--- config.mk ---
export PLATFORM = sky130hd
export DESIGN_NAME = lu_fifo
export DESIGN_NICKNAME = d
export VERILOG_FILES = /design/src/rtl/lu_factorizer_no_pivot_top_defines.svh /design/src/rtl/lu_fifo.sv
export SDC_FILE = /design/constraint.sdc
export NUM_CORES = 1
export LEC_CHECK = 0
export BUFFER_PORTS_ARGS = -buffer_cell sky130_fd_sc_hd__buf_2
export CORE_MARGIN = 1
export CORE_UTILIZATION = 40
export CTS_BUF_LIST = sky130_fd_sc_hd__clkbuf_8 sky130_fd_sc_hd__clkbuf_16
export DETAILED_ROUTE_END_ITERATION = 10
export GPL_ROUTABILITY_DRIVEN = 0
export GPL_TIMING_DRIVEN = 0
export PLACE_DENSITY = 0.65
export SYNTH_ARGS = -nofsm -noshare
export SYNTH_HDL_FRONTEND = slang
export SYNTH_SLANG_ARGS = --single-unit
export TNS_END_PERCENT = 1
--- constraint.sdc ---
create_clock -name clock -period 2.6 [get_ports clock]
set_clock_uncertainty 0.15 [all_clocks]
set_input_delay 0.52 -clock clock [delete_from_list [all_inputs] [get_ports clock]]
set_output_delay 0.52 -clock clock [all_outputs]
set_load 0.03 [all_outputs]
--- src/rtl/lu_factorizer_no_pivot_top_defines.svh ---
// Assertion macros used by the LU factorizer RTL
`ifndef LU_FACTORIZER_NO_PIVOT_TOP_DEFINES_SVH
`define LU_FACTORIZER_NO_PIVOT_TOP_DEFINES_SVH

// check that a condition implies another in the same cycle
`define LU_ASSERT_IMPLIES(lbl, ante, cons) \
   lbl: assert property (@(posedge clock) disable iff (reset) (ante) |-> (cons)) \
      else $error("lu check failed");

// check that a condition implies another in the next cycle
`define LU_ASSERT_NEXT(lbl, ante, cons) \
   lbl: assert property (@(posedge clock) disable iff (reset) (ante) |=> (cons)) \
      else $error("lu check failed");

`endif

--- src/rtl/lu_fifo.sv ---
// Small register queue with push and pop sides
module lu_fifo #(
   parameter int WIDTH = 8,
   parameter int DEPTH = 4
) (
   input  logic             clock,
   input  logic             reset,
   input  logic             push,
   input  logic [WIDTH-1:0] wdata,
   output logic             full,
   input  logic             pop,
   output logic [WIDTH-1:0] rdata,
   output logic             empty
);
   localparam int PTR_W = $clog2(DEPTH);
   localparam int CNT_W = $clog2(DEPTH + 1);

   logic [WIDTH-1:0] data_ff [DEPTH];
   logic [PTR_W-1:0] wptr_ff, wptr_in, rptr_ff, rptr_in;
   logic [CNT_W-1:0] count_ff, count_in;
   logic             do_push, do_pop;

   assign full    = (count_ff == CNT_W'(DEPTH));
   assign empty   = (count_ff == '0);
   assign do_push = push && !full;
   assign do_pop  = pop && !empty;
   assign rdata   = data_ff[rptr_ff];

   always_comb begin
      wptr_in  = wptr_ff;
      rptr_in  = rptr_ff;
      count_in = count_ff;
      if (do_push) begin
         wptr_in = (wptr_ff == PTR_W'(DEPTH - 1)) ? '0 : wptr_ff + 1'b1;
      end
      if (do_pop) begin
         rptr_in = (rptr_ff == PTR_W'(DEPTH - 1)) ? '0 : rptr_ff + 1'b1;
      end
      if (do_push && !do_pop) count_in = count_ff + 1'b1;
      else if (!do_push && do_pop) count_in = count_ff - 1'b1;
   end

   always_ff @(posedge clock) begin
      if (reset) begin
         wptr_ff  <= '0;
         rptr_ff  <= '0;
         count_ff <= '0;
      end else begin
         wptr_ff  <= wptr_in;
         rptr_ff  <= rptr_in;
         count_ff <= count_in;
      end
      if (do_push) begin
         data_ff[wptr_ff] <= wdata;
      end
   end
endmodule

==> flow_metrics.tcl <==
set metrics [dict create \
    reg2reg_slack_ns 0.19 \
    design.die.area_um2 4370 \
    top_signal_layer_used "met4" \
    synth.area.top_cells "edfxtp_1, dfxtp_1, mux4_2" \
    synth_seq_cells 41 \
    clk_pin_slew_ns 0.07 \
    post-route-period-util_pct 92.6 \
    postCtsSetupRepairBufs 0 \
    worst-setup-path-type "reg2reg" \
    insertedDiodeCount 0 \
    synthesized_cell_area_um2 1650 \
    yosysWarnings 0 \
    power.static_leakage_uw 0.000700 \
    total_gr_overflow 0 \
    synth_largest_type_area_fraction_pct 58.4 \
    holdCritPathClass "in2reg" \
    chipHeight_um 66.1 \
    min_from "wdata[2]" \
    cp.required_ns 2.67 \
    critPathSlowestCell "or3_2" \
    buffer_ports.inserted 20 \
    detailroute.wirelength.met2_um 1330 \
    setup.worst_path.end_class "flip-flop" \
    synth_top_flop_cell "edfxtp_1" \
    clockBufferDepth 2 \
    number_of_antenna_violations_at_the_first_check_in_global_routing 0 \
    run_status "complete, no violations" \
    syn-instance-count 92 \
    grt_pass1_vias 863 \
    report.final.slew_viol_count 0 \
    worst-endpoint-arrival_ns 2.48 \
    share_comb_of_total_power_pct 31.1 \
    vias_per_cell 5.04 \
    crit_path_max_fanout 7 \
    p_clk_share_pct 21.7 \
    worstSetupStartpointType "flip-flop" \
    drt-met1-wl_um 1090 \
    fmax_ghz 0.415 \
    yosysSeqAreaShare_pct 69.4 \
    postRouteWirelength_um 2590 \
    worst_r2r_endpoint "count_ff[2]$_SDFFE_PP0P_" \
    dr_total_vias 847 \
    synth_top_cells_by_count "edfxtp_1, dfxtp_1, mux4_2, ha_1" \
    power_report.internal_total_uw 1210 \
    netSwitchingPower_uw 588 \
    floorplan.core_area_um2 3800 \
    tritoncts.num_buffers 5 \
    power.ir.vdd_worst_mv 0.341 \
    cts_htree_levels 2 \
    layout-drive-gt1-share_pct 40.8 \
    worstHoldPathCells 1 \
    synth_edf_count 32 \
    cp_cell_sequence "or3b_1, buf_6, clkinv_4, nor2_2, ha_1, inv_1, fa_1, xor2_1, or3_2, a21oi_1" \
    post_synth.cell_area_avg_um2 17.9 \
    unrepaired_setup_endpoints_after_global_routing "false" \
    cts_tree "yes" \
    finalHoldWorstSlack_ns 0.299 \
    ctsRootBufferMaster "clkbuf_8" \
    initial_core_util_pct 43.3 \
    power-per-cell-area_nw_per_um2 950 \
    fin_tns_setup_ns 0 \
    drt_drc_violations_left 0 \
    place_hpwl_um 1860 \
    routedWlPerCell_um 15.4 \
    gr-usage-all-layers_pct 14.1 \
    synth.most_common_cell "edfxtp_1" \
    drt_iter0_drc 29 \
    yosysUniqueCellTypes 26 \
    number_of_nets_with_antenna_violations_after_detailed_routing 0 \
    nets 138 \
    final_period_minus_worst_setup_slack_ns 2.41 \
    power.share.switching_pct 32.6 \
    max_cap_viol_count 0 \
    firstDrtPassIters 4 \
    fp.dieW_um 66.1 \
    finalSetupViolCount 0 \
    grt_pass1_wl_um 4260 \
    post-synth-top-area-cell "edfxtp_1" \
    async_flop_share_pct 0 \
    reg2reg_from "count_ff[2]$_SDFFE_PP0P_" \
    slew_headroom_pct 65.7 \
    areaGrowthSynthToFinish_pct 15.3 \
    io_count 22 \
    grt_max_degree 14 \
    max_slew.worst_pin.slew_ns 0.515 \
    hold_path_end "data_ff[1][2]$_DFFE_PP_" \
    timing_hold_violations_final 0 \
    max_stage_delay_ns 0.40 \
    clkLatencyLatePin_ns 0.29 \
    crit_start "count_ff[2]$_SDFFE_PP0P_" \
    placementRows 22 \
    met3_wirelength_um 131 \
    worst-r2r-cell-count 10 \
    numClockSinks 41 \
    power.share.sequential_pct 47.2 \
    net_count_of_the_mapped_netlist 111 \
]
-- routing by layer --
layer / global-route usage [%] / vias up
li1: - / 406
met5: 0 / -
met2: 23.6 / 22
met4: 4.79 / 0
met1: 16.8 / 414
met3: 4.83 / 5
-- final cells by class --
type	count	area, µm²
multi-input cells	42	457
inverters	5	23.8
repair buffers	20	100
flip-flops and latches	41	1150
plain buffers	4	23.8
clock inverters	3	17.5
fillers	332	1900
clock buffers	5	68.8
well taps	48	60.1
-- per-stage QoR --
step                cells  instance area [µm²]  setup WS, ns  util [%]  power (µW)
finish                168                 1900         0.192      49.9        1800
global route          168                 1900     0.0000391      49.9        1910
CTS                   168                 1890         0.114      49.8        1820
global placement      160                 1810         0.198      47.5        1400
detailed placement    160                 1810         0.127      47.5        1430
floorplan              92                 1650         0.235         -        1290
-- kinds of logic after synthesis --
group | share of synthesized area, %
XOR/XNOR | 1.06
buffers and inverters | 2.89
multiplexers | 12.2
adder cells (fa/ha/maj) | 5.78
AND/OR/NAND/NOR | 5.70
AO/OA/AOI/OAI | 3.04
flip-flops | 69.4
-- state kept, by name (all words and copies together), names as in the netlist, named ones only --
register and cells:
wptr_ff 2, rptr_ff 2, count_ff 3, data_ff 32
-- timing repair --
item	4_1_cts	5_1_grt
hold buffers	0	0
setup endpoints to repair	0	1
gates resized for setup	0	3
-- worst max-delay path by stage --
stage	to	slack [ns]	cells past startpoint
after global placement	count_ff[2]$_SDFFE_PP0P_	0.20	10
after detailed placement	count_ff[2]$_SDFFE_PP0P_	0.13	10
final	count_ff[2]$_SDFFE_PP0P_	0.19	10
after floorplan	count_ff[2]$_SDFFE_PP0P_	0.23	10
after CTS	count_ff[2]$_SDFFE_PP0P_	0.11	10
after global routing	count_ff[2]$_SDFFE_PP0P_	0.00004	10
-- power by group through the flow --
| stage | clock network [µW] | registers [µW] | logic, µW |
|---|---|---|---|
| global route | 431 | 861 | 613 |
| global placement | 0 | 856 | 549 |
| finish | 391 | 850 | 561 |
| CTS | 404 | 847 | 570 |
| floorplan | 0 | 849 | 436 |
| detailed placement | 0 | 861 | 571 |
-- placed cells by master, fill, tap and decap left out, types with 2 or more instances in the layout --
cell,n
ha_1,6
buf_2,21
a21oi_1,3
mux4_2,8
inv_1,4
xor2_1,2
and3_2,4
mux2i_1,2
edfxtp_1,32
clkinv_2,2
dfxtp_1,7
nor2_1,3
o31ai_2,2
clkbuf_8,5
nor3_1,2
nand3_1,2
-- critical path, delay by kind of cell, from the launching register on --
family / cells / cell delay (ns)
and+or+nand+nor: 3 / 0.72
adders and majority gates: 2 / 0.58
DFF: 1 / 0.35
buffers and inverters: 3 / 0.23
xor gates and xnor gates: 1 / 0.16
AOI/OAI and AO/OA: 1 / 0.14
No activity file was read; power rests on OpenSTA's default activity.
