===== config.mk =====
export PLATFORM = sky130hd
export DESIGN_NAME = lu_front
export DESIGN_NICKNAME = d
export VERILOG_FILES = /design/src/rtl/lu_factorizer_no_pivot_top_defines.svh /design/src/rtl/lu_pkg.sv /design/src/rtl/lu_front.sv
export SDC_FILE = /design/constraint.sdc
export NUM_CORES = 1
export LEC_CHECK = 0
export BUFFER_PORTS_ARGS = -buffer_cell sky130_fd_sc_hd__buf_2
export CAP_MARGIN = 20
export CORE_MARGIN = 5
export CORE_UTILIZATION = 35
export DETAILED_ROUTE_END_ITERATION = 7
export GPL_TIMING_DRIVEN = 1
export MAX_ROUTING_LAYER = met4
export PLACE_DENSITY = 0.77
export SYNTH_ARGS = -nofsm -noshare
export SYNTH_HDL_FRONTEND = slang
export SYNTH_SLANG_ARGS = --single-unit

===== constraint.sdc =====
create_clock -name clock -period 2.4 [get_ports clock]
set_clock_uncertainty 0.05 [all_clocks]
set_input_delay 0.24 -clock clock [delete_from_list [all_inputs] [get_ports clock]]
set_output_delay 0.24 -clock clock [all_outputs]
set_load 0.1 [all_outputs]

===== src/rtl/lu_factorizer_no_pivot_top_defines.svh =====
// Assertion macros used by the LU factorizer RTL
`ifndef LU_FACTORIZER_NO_PIVOT_TOP_DEFINES_SVH
`define LU_FACTORIZER_NO_PIVOT_TOP_DEFINES_SVH

// check that a condition implies another in the same cycle
`define LU_ASSERT_IMPLIES(lbl, ante, cons) \
   lbl: assert property (@(posedge clock) disable iff (reset) (ante) |-> (cons)) \
      else $error("lu check failed");

// check that a condition implies another in the next cycle
`define LU_ASSERT_NEXT(lbl, ante, cons) \
   lbl: assert property (@(posedge clock) disable iff (reset) (ante) |=> (cons)) \
      else $error("lu check failed");

`endif


===== src/rtl/lu_pkg.sv =====
// Types, constants and helpers of the LU factorizer
package lu_pkg;

   localparam int ADDR_W = 6;
   localparam int DATA_W = 32;
   localparam int IDX_W  = 3;
   localparam int SIZE_W = 4;
   localparam int TOL_W  = 31;
   localparam int CNT_W  = 7;
   localparam int QBITS  = 48;

   localparam logic [DATA_W-1:0] Q_ONE  = 32'h0001_0000;
   localparam logic [DATA_W-1:0] Q_ZERO = 32'h0000_0000;
   localparam logic [DATA_W-1:0] Q_MAX  = 32'h7FFF_FFFF;
   localparam logic [DATA_W-1:0] Q_MIN  = 32'h8000_0000;

   typedef enum logic [0:0] {
      CSR_SIZE = 1'b0,
      CSR_TOL  = 1'b1
   } csr_idx_type;

   typedef struct packed {
      logic [ADDR_W-1:0] addr;
      logic [DATA_W-1:0] value;
      logic              last;
      logic [SIZE_W-1:0] order;
   } load_item_type;

   typedef struct packed {
      logic [IDX_W-1:0]  row;
      logic [IDX_W-1:0]  col;
      logic [DATA_W-1:0] lower;
      logic [DATA_W-1:0] upper;
      logic              status;
      logic              last;
   } rsp_item_type;

   typedef struct packed {
      logic              start;
      logic [DATA_W-1:0] num;
      logic [DATA_W-1:0] den;
   } div_req_type;

   typedef struct packed {
      logic              busy;
      logic              done;
      logic [DATA_W-1:0] quot;
   } div_rsp_type;

   typedef enum logic [3:0] {
      ST_LOAD,
      ST_PIV_RD,
      ST_PIV_CHK,
      ST_DIV_RD,
      ST_DIV_LD,
      ST_DIV_RUN,
      ST_MUL_RD0,
      ST_MUL_RD1,
      ST_MUL_UPD,
      ST_OUT_RD,
      ST_OUT_WR
   } back_state_type;

   function automatic logic [DATA_W-1:0] sat32(input logic signed [63:0] v);
      logic [DATA_W-1:0] r;
      if (v > 64'sd2147483647) r = Q_MAX;
      else if (v < -64'sd2147483648) r = Q_MIN;
      else r = v[DATA_W-1:0];
      return r;
   endfunction

endpackage


===== src/rtl/lu_front.sv =====
// Load side: counts elements, tags the last one of a matrix and queues items
module lu_front #(
   parameter int MAX_ORDER = 8
) (
   input  logic                    clock,
   input  logic                    reset,
   input  logic                    req_push,
   input  logic [31:0]             req_elem_value,
   input  logic [lu_pkg::SIZE_W-1:0] cfg_size,
   input  logic                    q_full,
   output logic                    q_push,
   output lu_pkg::load_item_type   q_item
);
   import lu_pkg::*;

   logic [CNT_W-1:0]  count_ff, count_in, count_inc;
   logic [SIZE_W-1:0] order;
   logic [CNT_W-1:0]  total;
   logic              last;

   always_comb begin
      if (cfg_size == '0) order = SIZE_W'(1);
      else if (cfg_size > SIZE_W'(MAX_ORDER)) order = SIZE_W'(MAX_ORDER);
      else order = cfg_size;
   end

   assign total     = CNT_W'(order) * CNT_W'(order);
   assign count_inc = count_ff + 1'b1;
   assign last      = (count_inc >= total);
   assign q_push    = req_push && !q_full;

   assign q_item.addr  = count_ff[ADDR_W-1:0];
   assign q_item.value = req_elem_value;
   assign q_item.last  = last;
   assign q_item.order = order;

   always_comb begin
      count_in = count_ff;
      if (q_push) begin
         count_in = last ? '0 : count_inc;
      end
   end

   always_ff @(posedge clock) begin
      if (reset) begin
         count_ff <= '0;
      end else begin
         count_ff <= count_in;
      end
   end
endmodule


==> results.md <==
* Detail-routed net length per standard cell at ~16 um
* Status: finished, violations left
* Post-detailed-placement half-perimeter wirelength at about 1800 um
* Width of the die at 63.5 um
* Clock-pin slew of the registers on the worst-case setup and hold paths at 0.06 ns
* Overall die area at between 4000 and 5000 um^2
* Fraction of final layout cells with drive strength greater than 1 at 0.621
* Master cell of the clock root buffer: clkbuf_4
* Commonest non-fill, non-tap cell in the layout: buf_4
* Power density cells at approximately 350 nW/um^2
* Commonest cells after routing, fill and taps aside: 16 x buf_4, 14 x buf_2, 10 x nand2_1, 6 x dfxtp_1, 5 x ha_4
* Wire length of the first global-routing pass at roughly 3600 um
* Final count of pins violating max slew at 0
* Class of the most critical setup path: in2out
* TritonCTS buffer count at 3
* Flip-flop count of the largest register, all copies and words added at 7
* Worst setup SP type: primary input
* Later-pin clock latency in the skew report at approximately 0.26 ns
* Post-synthesis cell area at ~1000 um^2
* Highest attainable clock frequency at 0.376 GHz
* Number of global-route vias before repair at 813
* Post-Layout Cell Count at about 160
* Hold bufs inserted after CTS at 0
* Placeable core region at ~2800 um^2
* Antenna diode count at 0
* Register with the highest flop count: count_ff
* Highest fanout seen on the critical path at 3
* Boundary pin count at 84
* Critical path data required time at between 2 and 2.5 ns
* Area growth from synthesis to layout at 25.0%
* Count of input and output buffers at 19
* Synthesis-stage register bit count at 7
* Violations in the final reports: setup timing
* Final routed wirelength across all metal layers at approximately 2500 um
* Number of antenna violations at the first check in global routing at 0
* Via total after detailed routing at 780
* Final-stage net count at 175
* Sort of element at the end of the critical path: output port
* Number of iterations in the first detailed-routing pass at 4
* Placement-stage worst setup slack at -0.429 ns
* Share of the yosys chip area belonging to registers at 0.140
* Sum of overflow across all layers after global routing at 0
* Inst Count DP at 145
* Final weighted congestion in routability-driven placement at ~0.79
* Initial Util at 0.363
* YS warnings at 0
* Final worst path period share at 1.11
* Gate count of the mapped netlist at 124
* Post-detailed-route DRC marker count at 0
* Mean number of vias per cell at around 5.0
* Clock tree from TritonCTS: yes
* Violation count after the first detailed-route iteration at 18
* Leakage power summed over all cells at about 0.56 nW
* H-Tree Depth at 1
* Arrival time of the worst setup path at 2.37 ns
* Setup slack of the critical path after layout at -0.259 ns
* Setup violation total in the final timing report at 8
* Final Critical Period at about 2.7 ns
* Registers with the highest flip-flop counts: count_ff x7
* Die height at roughly 64 um
* Post-Syn Area per Cell at 8.08 um^2
* Total of max-cap violations at 0
* Final hold viol count at 0
* Class of the worst hold path: in2reg
* Worst hold margin at 0.233 ns
* Peak supply drop at between 0.2 and 0.25 mV
* Buffer depth of the longest clock path at 2
* Global-route usage over all layers at 0.112
* Maximum number of pins on one net before global-route repair at 11
* Site row count at 19
* Unique cell type count in the Yosys netlist at 30
* Clock Sinks at 7
* Final cell area excluding filler cells at roughly 1300 um^2
* Routed Antenna Nets at 0
* Placed instance area at 983 um^2
* RSZ-0062 raised after global routing: true
per-layer routing:
metal,vias up,GRT usage,part of all wire
met5,-,-,0
met4,0,0.0364,0.016
met3,12,0.0533,0.095
met2,42,0.199,0.53
met1,353,0.104,0.36
li1,373,-,-
logic make-up (layout without fill, tap and decap cells):
logic type | after synthesis | in the layout | synth area share
buf+inv | 47 | 46 | 0.335
simple gates | 38 | 38 | 0.232
compound gates | 13 | 13 | 0.0949
fa+ha+maj | 10 | 10 | 0.125
xor+xnor | 8 | 8 | 0.0699
flops | 7 | 7 | 0.140
other cells | 1 | 2 | 0.00374
worst max-delay path, stage by stage:
cell and delay [ns]:
buf_8 0.10, nor2b_4 0.12, nor2b_4 0.12, ha_4 0.23, a21o_1 0.18, a21oi_2 0.16
xor2_2 0.21, ha_4 0.25, nand2_4 0.10, nor4_4 0.05, or3b_4 0.42, buf_12 0.18
Yosys cell counts, drive strengths merged:
master	number	area share
a21o	1	0.0075
a21oi	8	0.040
a31oi	1	0.0062
and2	3	0.019
buf	41	0.31
clkbuf	1	0.0037
clkinv	1	0.0087
conb	1	0.0037
dfxtp	7	0.14
ha	10	0.12
inv	4	0.015
nand2	11	0.041
nand2b	2	0.020
nand3	2	0.010
nand3b	2	0.015
nor2	7	0.026
nor2b	3	0.019
nor4	1	0.012
nor4b	1	0.015
o2111ai	1	0.0087
o41ai	2	0.032
or3	1	0.0075
or3b	4	0.037
or4b	1	0.010
xnor2	5	0.044
xor2	3	0.026
worst paths after layout:
kind	to	from	depth (start not counted)	slack, ns
max	q_item[4]	cfg_size[2]	12	-0.26
min	count_ff[1]	reset	2	0.23
max reg2reg	count_ff[5]	count_ff[0]	12	-0.19
min reg2reg	count_ff[2]	count_ff[2]	2	0.46
stage by stage:
| stage | total power [mW] | TNS, ns | util |
|---|---|---|---|
| 5_1_grt | 0.456 | -2.08 | 0.454 |
| 3_3_place_gp | 0.275 | -2.21 | 0.357 |
| 3_5_place_dp | 0.279 | -2.91 | 0.357 |
| 6_report | 0.438 | -1.09 | 0.454 |
| 4_1_cts | 0.404 | -1.16 | 0.390 |
| 2_1_floorplan | 0.496 | -3.50 | - |
cell type report:
class / count / area (um^2)
sequential: 7 / 141
tap: 31 / 38.8
fill: 251 / 1510
multi-input combinational: 71 / 737
timing repair buffer: 37 / 285
inverter: 5 / 23.8
clock buffer: 4 / 26.3
power breakdown:
group | switching (mW) | total [mW] | leakage, nW | internal (mW)
Combinational | 0.125 | 0.204 | 0.486 | 0.0788
Clock | 0.0509 | 0.115 | 0.0150 | 0.0639
Sequential | 0.00102 | 0.119 | 0.0571 | 0.118
Total | 0.177 | 0.438 | 0.558 | 0.261
timing repair:
action                     in CTS  in global routing
setup endpoints to repair       8                  8
resized for setup               9                 28
pin swaps                      12                 17
setup buffers                   5                  1
No activity file was read; power rests on OpenSTA's default activity.
